[src/rtl/wbgs_pkg.sv]
// shared types and constants of the weighbridge barrier gate sequencer
package wbgs_pkg;

    // close sequencer phases, as reported in close_phase
    typedef enum logic [1:0] {
        PH_IDLE    = 2'd0,
        PH_PREPARE = 2'd1,
        PH_WAIT    = 2'd2,
        PH_PROTECT = 2'd3
    } phase_t;

    // configuration register indexes
    localparam int CFG_INDEX_BITS = 3;
    localparam int CFG_DATA_BITS  = 32;

    typedef enum logic [CFG_INDEX_BITS-1:0] {
        CFG_EMPTY_WEIGHT_LIMIT = 3'd0,
        CFG_RISE_LIMIT         = 3'd1,
        CFG_CONFIRM_TICKS      = 3'd2,
        CFG_DISTURB_TICKS      = 3'd3,
        CFG_PROTECT_TICKS      = 3'd4,
        CFG_PULSE_TICKS        = 3'd5
    } cfg_index_t;

    // fixed register widths
    localparam int RISE_LIMIT_BITS = 23;
    localparam int SHORT_COUNT_BITS = 8;
    localparam int LIMIT_TICK_BITS = 16;

    // register reset values
    localparam int EMPTY_WEIGHT_LIMIT_RESET = 350;
    localparam logic [RISE_LIMIT_BITS-1:0]  RISE_LIMIT_RESET    = 23'd500;
    localparam logic [SHORT_COUNT_BITS-1:0] CONFIRM_TICKS_RESET = 8'd3;
    localparam logic [SHORT_COUNT_BITS-1:0] DISTURB_TICKS_RESET = 8'd4;
    localparam logic [LIMIT_TICK_BITS-1:0]  PROTECT_TICKS_RESET = 16'd300;
    localparam logic [LIMIT_TICK_BITS-1:0]  PULSE_TICKS_RESET   = 16'd100;

endpackage

[src/rtl/wbgs_core.sv]
// configuration registers, sequencer state and the per-tick next-state logic
module wbgs_core
    import wbgs_pkg::*;
#(
    parameter int WEIGHT_BITS     = 24,
    parameter int TICK_COUNT_BITS = 16
) (
    input  logic                          clk,
    input  logic                          rst_n,
    input  logic                          advance,
    input  logic                          cfg_write,
    input  logic [CFG_INDEX_BITS-1:0]     cfg_index,
    input  logic [CFG_DATA_BITS-1:0]      cfg_data,
    input  logic signed [WEIGHT_BITS-1:0] weight,
    input  logic                          grating_blocked,
    input  logic                          coil_occupied,
    input  logic                          open_request,
    output logic                          open_relay_on,
    output logic                          close_relay_on,
    output logic                          gate_closed,
    output phase_t                        close_phase
);

    // compare widths: tick counters against 16-bit limits, weight rise
    localparam int CMP_BITS  = (TICK_COUNT_BITS > LIMIT_TICK_BITS) ?
                               TICK_COUNT_BITS : LIMIT_TICK_BITS;
    localparam int DIFF_BITS = ((WEIGHT_BITS > RISE_LIMIT_BITS) ?
                                WEIGHT_BITS : RISE_LIMIT_BITS) + 2;

    // configuration registers
    logic signed [WEIGHT_BITS-1:0]  empty_weight_limit_reg;
    logic [RISE_LIMIT_BITS-1:0]     rise_limit_reg;
    logic [SHORT_COUNT_BITS-1:0]    confirm_ticks_reg;
    logic [SHORT_COUNT_BITS-1:0]    disturb_ticks_reg;
    logic [LIMIT_TICK_BITS-1:0]     protect_ticks_reg;
    logic [LIMIT_TICK_BITS-1:0]     pulse_ticks_reg;

    // sequencer state
    phase_t                         phase_reg, phase_next;
    logic [SHORT_COUNT_BITS-1:0]    confirm_count_reg, confirm_count_next;
    logic [SHORT_COUNT_BITS-1:0]    disturb_count_reg, disturb_count_next;
    logic signed [WEIGHT_BITS-1:0]  reference_weight_reg, reference_weight_next;
    logic [TICK_COUNT_BITS-1:0]     protect_count_reg, protect_count_next;
    logic                           pulse_active_reg, pulse_active_next;
    logic [TICK_COUNT_BITS-1:0]     pulse_count_reg, pulse_count_next;
    logic                           closed_flag_reg, closed_flag_next;
    logic                           relay_open_reg, relay_open_next;
    logic                           relay_close_reg, relay_close_next;

    // per-tick helpers
    logic                           both_active;
    logic [SHORT_COUNT_BITS-1:0]    confirm_inc;
    logic                           confirm_done;
    logic [SHORT_COUNT_BITS-1:0]    disturb_inc;
    logic [TICK_COUNT_BITS-1:0]     protect_inc;
    logic signed [DIFF_BITS-1:0]    weight_rise;
    logic signed [DIFF_BITS-1:0]    rise_limit_ext;
    logic                           cmd_issue;
    logic                           cmd_close;
    logic [TICK_COUNT_BITS-1:0]     pulse_inc;

    // configuration writes
    always_ff @(posedge clk or negedge rst_n)
    begin
        if (!rst_n)
        begin
            empty_weight_limit_reg <= WEIGHT_BITS'(EMPTY_WEIGHT_LIMIT_RESET);
            rise_limit_reg         <= RISE_LIMIT_RESET;
            confirm_ticks_reg      <= CONFIRM_TICKS_RESET;
            disturb_ticks_reg      <= DISTURB_TICKS_RESET;
            protect_ticks_reg      <= PROTECT_TICKS_RESET;
            pulse_ticks_reg        <= PULSE_TICKS_RESET;
        end
        else if (cfg_write)
        begin
            case (cfg_index)
                CFG_EMPTY_WEIGHT_LIMIT: empty_weight_limit_reg <= cfg_data[WEIGHT_BITS-1:0];
                CFG_RISE_LIMIT:         rise_limit_reg <= cfg_data[RISE_LIMIT_BITS-1:0];
                CFG_CONFIRM_TICKS:      confirm_ticks_reg <= cfg_data[SHORT_COUNT_BITS-1:0];
                CFG_DISTURB_TICKS:      disturb_ticks_reg <= cfg_data[SHORT_COUNT_BITS-1:0];
                CFG_PROTECT_TICKS:      protect_ticks_reg <= cfg_data[LIMIT_TICK_BITS-1:0];
                CFG_PULSE_TICKS:        pulse_ticks_reg <= cfg_data[LIMIT_TICK_BITS-1:0];
                default:                ;
            endcase
        end
    end

    // shared increments and compares
    assign both_active    = grating_blocked && coil_occupied;
    assign confirm_inc    = confirm_count_reg + 8'd1;
    assign confirm_done   = (confirm_inc >= confirm_ticks_reg);
    assign disturb_inc    = disturb_count_reg + 8'd1;
    assign protect_inc    = protect_count_reg + TICK_COUNT_BITS'(1);
    assign weight_rise    = DIFF_BITS'(weight) - DIFF_BITS'(reference_weight_reg);
    assign rise_limit_ext = $signed(DIFF_BITS'(rise_limit_reg));

    // next state for one tick
    always_comb
    begin
        phase_next            = phase_reg;
        confirm_count_next    = confirm_count_reg;
        disturb_count_next    = disturb_count_reg;
        reference_weight_next = reference_weight_reg;
        protect_count_next    = protect_count_reg;
        cmd_issue             = 1'b0;
        cmd_close             = 1'b0;

        // empty scale opens a closed gate
        if ((weight < empty_weight_limit_reg) && closed_flag_reg)
        begin
            cmd_issue = 1'b1;
            cmd_close = 1'b0;
        end

        if (open_request)
        begin
            cmd_issue = 1'b1;
            cmd_close = 1'b0;
        end
        else
        begin
            case (phase_reg)
                PH_IDLE:
                begin
                    if (both_active)
                    begin
                        confirm_count_next = confirm_inc;
                        if (confirm_done)
                        begin
                            confirm_count_next    = '0;
                            reference_weight_next = weight;
                            phase_next            = PH_PREPARE;
                        end
                    end
                end
                PH_PREPARE:
                begin
                    if (!grating_blocked && !coil_occupied)
                    begin
                        confirm_count_next = '0;
                        phase_next         = PH_WAIT;
                    end
                end
                PH_WAIT:
                begin
                    if (both_active)
                    begin
                        disturb_count_next = '0;
                        confirm_count_next = confirm_inc;
                        if (confirm_done)
                        begin
                            confirm_count_next    = '0;
                            reference_weight_next = weight;
                            phase_next            = PH_PREPARE;
                        end
                    end
                    else if (weight_rise > rise_limit_ext)
                    begin
                        disturb_count_next = '0;
                        protect_count_next = '0;
                        cmd_issue          = 1'b1;
                        cmd_close          = 1'b1;
                        phase_next         = PH_PROTECT;
                    end
                    else
                    begin
                        disturb_count_next = disturb_inc;
                        if (disturb_inc >= disturb_ticks_reg)
                        begin
                            disturb_count_next = '0;
                            phase_next         = PH_IDLE;
                        end
                    end
                end
                PH_PROTECT:
                begin
                    protect_count_next = protect_inc;
                    if (CMP_BITS'(protect_inc) >= CMP_BITS'(protect_ticks_reg))
                    begin
                        protect_count_next = '0;
                        phase_next         = PH_IDLE;
                    end
                    // grating trips again: reopen
                    if (grating_blocked)
                    begin
                        cmd_issue  = 1'b1;
                        cmd_close  = 1'b0;
                        phase_next = PH_IDLE;
                    end
                end
                default:
                begin
                    phase_next = PH_IDLE;
                end
            endcase
        end

        // command drives one relay and restarts the pulse timer
        closed_flag_next  = cmd_issue ? cmd_close : closed_flag_reg;
        relay_open_next   = cmd_issue ? !cmd_close : relay_open_reg;
        relay_close_next  = cmd_issue ? cmd_close : relay_close_reg;
        pulse_active_next = cmd_issue || pulse_active_reg;
        pulse_inc         = (cmd_issue ? '0 : pulse_count_reg) + TICK_COUNT_BITS'(1);
        pulse_count_next  = cmd_issue ? '0 : pulse_count_reg;

        // pulse timer advances, releasing both relays at the end
        if (pulse_active_next)
        begin
            pulse_count_next = pulse_inc;
            if (CMP_BITS'(pulse_inc) >= CMP_BITS'(pulse_ticks_reg))
            begin
                pulse_count_next  = '0;
                pulse_active_next = 1'b0;
                relay_open_next   = 1'b0;
                relay_close_next  = 1'b0;
            end
        end
    end

    // result fields reflect the state after the tick
    always_comb
    begin
        open_relay_on  = relay_open_next;
        close_relay_on = relay_close_next;
        gate_closed    = closed_flag_next;
        close_phase    = phase_next;
    end

    // state commits when the tick moves to the result register
    always_ff @(posedge clk or negedge rst_n)
    begin
        if (!rst_n)
        begin
            phase_reg            <= PH_IDLE;
            confirm_count_reg    <= '0;
            disturb_count_reg    <= '0;
            reference_weight_reg <= '0;
            protect_count_reg    <= '0;
            pulse_active_reg     <= 1'b0;
            pulse_count_reg      <= '0;
            closed_flag_reg      <= 1'b0;
            relay_open_reg       <= 1'b0;
            relay_close_reg      <= 1'b0;
        end
        else if (advance)
        begin
            phase_reg            <= phase_next;
            confirm_count_reg    <= confirm_count_next;
            disturb_count_reg    <= disturb_count_next;
            reference_weight_reg <= reference_weight_next;
            protect_count_reg    <= protect_count_next;
            pulse_active_reg     <= pulse_active_next;
            pulse_count_reg      <= pulse_count_next;
            closed_flag_reg      <= closed_flag_next;
            relay_open_reg       <= relay_open_next;
            relay_close_reg      <= relay_close_next;
        end
    end

endmodule

[config.mk]
export PLATFORM = sky130hd
export DESIGN_NAME = wbgs_core
export DESIGN_NICKNAME = d
export VERILOG_FILES = /design/src/rtl/wbgs_pkg.sv /design/src/rtl/wbgs_core.sv
export SDC_FILE = /design/constraint.sdc
export NUM_CORES = 1
export LEC_CHECK = 0
export ABC_AREA = 1
export BUFFER_PORTS_ARGS = -buffer_cell sky130_fd_sc_hd__buf_2
export CORE_ASPECT_RATIO = 2
export CORE_MARGIN = 2
export CORE_UTILIZATION = 39
export CTS_BUF_LIST = sky130_fd_sc_hd__clkbuf_8
export DETAILED_ROUTE_END_ITERATION = 7
export PLACE_DENSITY = 0.56
export SYNTH_ARGS = -nofsm -noshare
export SYNTH_HDL_FRONTEND = slang
export SYNTH_SLANG_ARGS = --single-unit
[constraint.sdc]
create_clock -name clk -period 25 [get_ports clk]
set_clock_uncertainty 0.2 [all_clocks]
set_input_delay 5 -clock clk [delete_from_list [all_inputs] [get_ports clk]]
set_output_delay 5 -clock clk [all_outputs]
set_load 0.005 [all_outputs]
# Word level (Yosys, flattened, before mapping)

Cells that the tools add are included.

Bits in registers: 173
Input bits: 66
Output and inout bits: 5
Word-level logic and storage cells: 105

Add/subtract/negate cells: 5
$lt $le $gt $ge: 6
Equality and inequality tests: 12
Multiplexer cells: 43
Bitwise gates (word level): 1
Reduce and logical (&&, ||, !) cells: 22

Operators with widths:

| operator                                                         | count |
|---|---|
| 16-bit 2-to-1 mux                                                | 6 |
| 8-bit 2-to-1 mux                                                 | 6 |
| 16-bit by 1-bit adder with 16-bit output (second input constant) | 2 |
| 16-bit >= comparator                                             | 2 |
| 16-bit case mux with 2 select lines                              | 1 |
| 25-bit by 24-bit greater-than comparator with 1-bit output       | 1 |
| 24-bit by 24-bit subtractor with 25-bit output                   | 1 |
| 24-bit < comparator                                              | 1 |
| 1-bit 2-to-1 mux                                                 | 18 |
| 2-bit 2-to-1 mux                                                 | 9 |
| 8-bit by 1-bit adder with 8-bit output (second input constant)   | 2 |
| 8-bit >= comparator                                              | 2 |
| 8-bit case mux with 2 select lines                               | 1 |
| 5-bit AND reduction                                              | 3 |
| 2-bit AND reduction                                              | 6 |
| 2-bit case mux with 4 select lines                               | 1 |
| 3-bit by 2-bit == test with 1-bit output (second input constant) | 2 |
| 3-bit == test (second input constant)                            | 2 |
| 2-bit inequality test (second input constant)                    | 3 |
| 2-bit == test (second input constant)                            | 2 |
| 2-bit nonzero test                                               | 2 |
| 3-bit by 1-bit == test with 1-bit output (second input constant) | 1 |
| 1-bit logical AND                                                | 3 |
| 1-bit zero test                                                  | 3 |
| other kinds (9)                                                  | 9 |

# Longest topological paths before layout

Word-level depth: 12
Depth in mapped cells: 42
Mapped depth without buffers: 40

# Least setup slack after synthesis

No wires, ideal clock.

Path kind: input to output
Start point: in weight[0]
End point: out open_relay_on
Arrival: 9.808 ns
Required time: 19.800 ns
Slack: 9.992 ns
Stages on the path: 36
Buffers on the path: 1
Cells stage by stage: inv_1 ha_1 fa_1 o21ai_2 nand2_1 nand2_1 inv_1 o21bai_1 a31oi_1 o21ai_0 a31oi_1 xnor2_1 ha_1 nand2_1 nor3_1 nand3_1 nand2_1 nand2_2 nand3_2 nand2_2 nand2_4 buf_8 nand2_2 nor2_2 nand2_1 nor2_1 nand3_1 and2_1 ha_1 a21oi_1 nor2_1 a211oi_1 o211ai_1 a31oi_1 nor2_1 nor2_1

Cells in the longest elaborated chain, start to end: 12
Elaborated cells between the ends (all ways): 22
Classes of those cells: add/sub: 2; order compare: 3; mux: 14; reduce/logical: 3

Ends and longest elaborated chain:

| what                                                                                                    | line             | text |
|---|---|---|
| start: declaration                                                                                      | wbgs_core.sv:14  | `input logic signed [WEIGHT_BITS-1:0] weight,` |
| parallel branches: the longest is 11 deep, another holds 24-bit by 24-bit subtractor with 25-bit output | -                |  |
| 1-bit 2-to-1 mux (*)                                                                                    | wbgs_core.sv:207 | `if (pulse_active_next)` |
| end: declaration                                                                                        | wbgs_core.sv:18  | `output logic open_relay_on,` |

Every way passes the cells marked *.

# Worst setup path after layout

Ends and elaborated chain as after synthesis.

==> results.txt <==
status = finished, final reports clean
cells taking the most area after synthesis = dfrtp_1, ha_1, nand2_1, inv_1, o21ai_0
post-CTS clock slew at the launch and capture registers of the worst setup and hold paths = 0.11 ns
Std-Cell Core Area = 28,850 sq um
Largest stage delay, worst path = 0.42 ns
CTS tree = yes
fmax = 60.32 MHz
latest clock arrival within the worst-skew pair = 0.51 ns
Resize count post-CTS = 0
Setup Total Neg Slack = 0 ns
final hold vios = 0
largest net degree at the start of global routing = 73
area added between synthesis and finish = 9.316%
Site Rows = 88
cell area power density = 91.09 nW/um^2
detailed-route wire length per cell = 14.81 um
Layout Nets = 1,764
Static Leakage = 0.006768 uW
Placed Area = 12,130 sq um
Synth async-reset ratio = 100.0%
Max FO, Critical Path = 26
Slowest cell on crit path = fa_1
Post-CTS Setup Repair Bufs = 0
average vias per placed instance = 4.922
final setup violation count = 0
Total Wirelength = 28.87 mm
number of hold buffers added after CTS = 0
post-synthesis net count = 1,707
flop and latch count out of synthesis = 173
share of the clock period used by the worst path = 66.31%
cell area after synthesis = 11,470 sq um
RePlAce Congestion = 0.8391
cell type group with the largest total delay on the critical path = simple AND/OR/NAND/NOR gates
unrepaired setup endpoints after global routing = no
path class of the lowest-slack min-delay path = register to register
drt first-iter violations = 484
layout cells sized above 1 = 9.251%
TritonCTS buffer count = 17
HPWL after DPL = 22.50 mm
remaining number of nets flagged by the antenna check after routing = 0
CTS Root Cell = clkbuf_8
starting density of the core = 39.76%
CTS H-Tree Depth = 4
Most common cell on crit path = nand2_1
area share of the largest cell type after synthesis = 32.94%
number of buffer cells added on primary ports = 62
die width = 125.3 um
setup slack of the critical path after layout = 8.422 ns
number of fill cells in the layout = 3,086
final slew viol count = 0
Post-synth EDFFs = 0
portion of the post-synthesis area used by sequential elements = 37.98%
required time reported for the critical path endpoint = 19.80 ns
overall die height = 246.5 um
post-route design area = 12,540 sq um
I/O pin count = 71
drt drc = 0
leading area contributor after synthesis = dfrtp_1
pre-CTS setup slack = 8.478 ns
Total Die Area = 30,880 sq um
Mean Syn Cell Area = 7.551 sq um
post-route minimum period = 16.58 ns
DR vias = 9,597
Max-cap violations = 0
Rel. slew slack = 36.88%
number of global-route vias before repair = 9,634
Worst Setup Start Kind = input pin
final core utilization = 43.46%
data arrival time at the worst-slack endpoint = 11.38 ns
Clock Sink Count = 173
commonest cells after routing, fill and taps aside = nand2_1, inv_1, dfrtp_1
Yosys warnings = 0
ys flop type = dfrtp_1
buffer levels on the longest clock path = 2
worst setup path category = input pin to output pin
number of cells produced by synthesis = 1,519
most common cell after layout, fill and taps aside = nand2_1
overall overflow remaining after global route = 0
first-pass iteration count of the detailed router = 5
global-route wire length before repair = 47.69 mm
VDD IR max = 0.04663 mV
Final Hold Slack = 0.2910 ns
antenna violations before repair = 1
transition time at the pin with the least slew margin = 0.9445 ns
kind of end point of the critical path = output pin
CP bufs+invs = 4
overall track demand over capacity in global routing = 19.80%
count of unique library cells instantiated by Yosys = 49
-- worst register-to-register path: cells and delay by family (launching register included) --
kind | cells | cell delay, ns
AOI/OAI and AO/OA | 10 | 2.19
buffers and inverters | 2 | 0.27
xor gates and xnor gates | 1 | 0.16
DFF | 1 | 0.41
adders and majority gates | 4 | 1.22
and+or+nand+nor | 17 | 2.79
-- final timing paths --
path | start | end | slack (ns) | cells past startpoint
worst max-delay path | weight[0] | open_relay_on | 8.42 | 35
worst min-delay path | disturb_ticks_reg[3] | disturb_ticks_reg[3] | 0.29 | 2
worst max register to register | reference_weight_reg[0] | pulse_count_reg[1] | 17.72 | 34
worst min register to register | disturb_ticks_reg[3] | disturb_ticks_reg[3] | 0.29 | 2
max in group asynchronous | rst_n | protect_count_reg[4] | 19.17 | 2
min in group asynchronous | rst_n | reference_weight_reg[13] | 4.17 | 1
-- cell families after synthesis --
group / count (synthesis) / synth area share [%]
adder cells (fa/ha/maj): 122 / 13.37
AND/OR/NAND/NOR: 576 / 21.21
buffers and inverters: 322 / 10.83
flip-flops: 173 / 37.98
XOR/XNOR: 38 / 2.902
AO/OA/AOI/OAI: 288 / 13.70
-- power by group --
part | internal [uW] | switching (uW) | total (uW)
combinational | 210 | 335 | 545
sequential | 352 | 40.8 | 393
clock | 76.3 | 128 | 204
total | 638 | 504 | 1140
-- Yosys cell counts, types with 4 or more instances --
master,number
a21oi_1,92
a31oi_1,7
and2_1,7
clkbuf_1,24
dfrtp_1,151
dfstp_2,22
ha_1,121
inv_1,289
nand2_1,365
nand2_2,6
nand3_1,49
nand3_2,4
nand4_1,17
nor2_1,101
nor3_1,11
o211ai_1,4
o21a_1,5
o21ai_0,138
o21bai_1,6
o22ai_1,17
o31ai_1,7
xnor2_1,8
xor2_1,30
-- metrics by stage --
stage          instances  total power [uW]
2_1_floorplan       1519             804.3
6_report            1950              1142
4_1_cts             1949              1160
3_3_place_gp        1917             934.0
5_1_grt             1950              1265
3_5_place_dp        1917             949.4
-- final cells by class --
class | instances | area [sq um] | area share, %
antenna | 1 | 2.502 | 0.01996
clock buffer | 17 | 234.0 | 1.866
clock inverter | 15 | 167.7 | 1.337
inverter | 293 | 1102 | 8.792
multi-input combinational | 1024 | 5871 | 46.82
sequential | 173 | 4357 | 34.75
tap | 360 | 450.4 | 3.592
timing repair buffer | 67 | 354.1 | 2.824
-- per-layer routing --
layer	track usage, %	share of wire, %	up-vias
met1	20.55	38	4443
met3	2.932	2.6	53
met4	9.641	4.2	0
met5	0	0	-
met2	38.24	55	140
li1	-	-	4961
(Power assumes the default switching activity.)
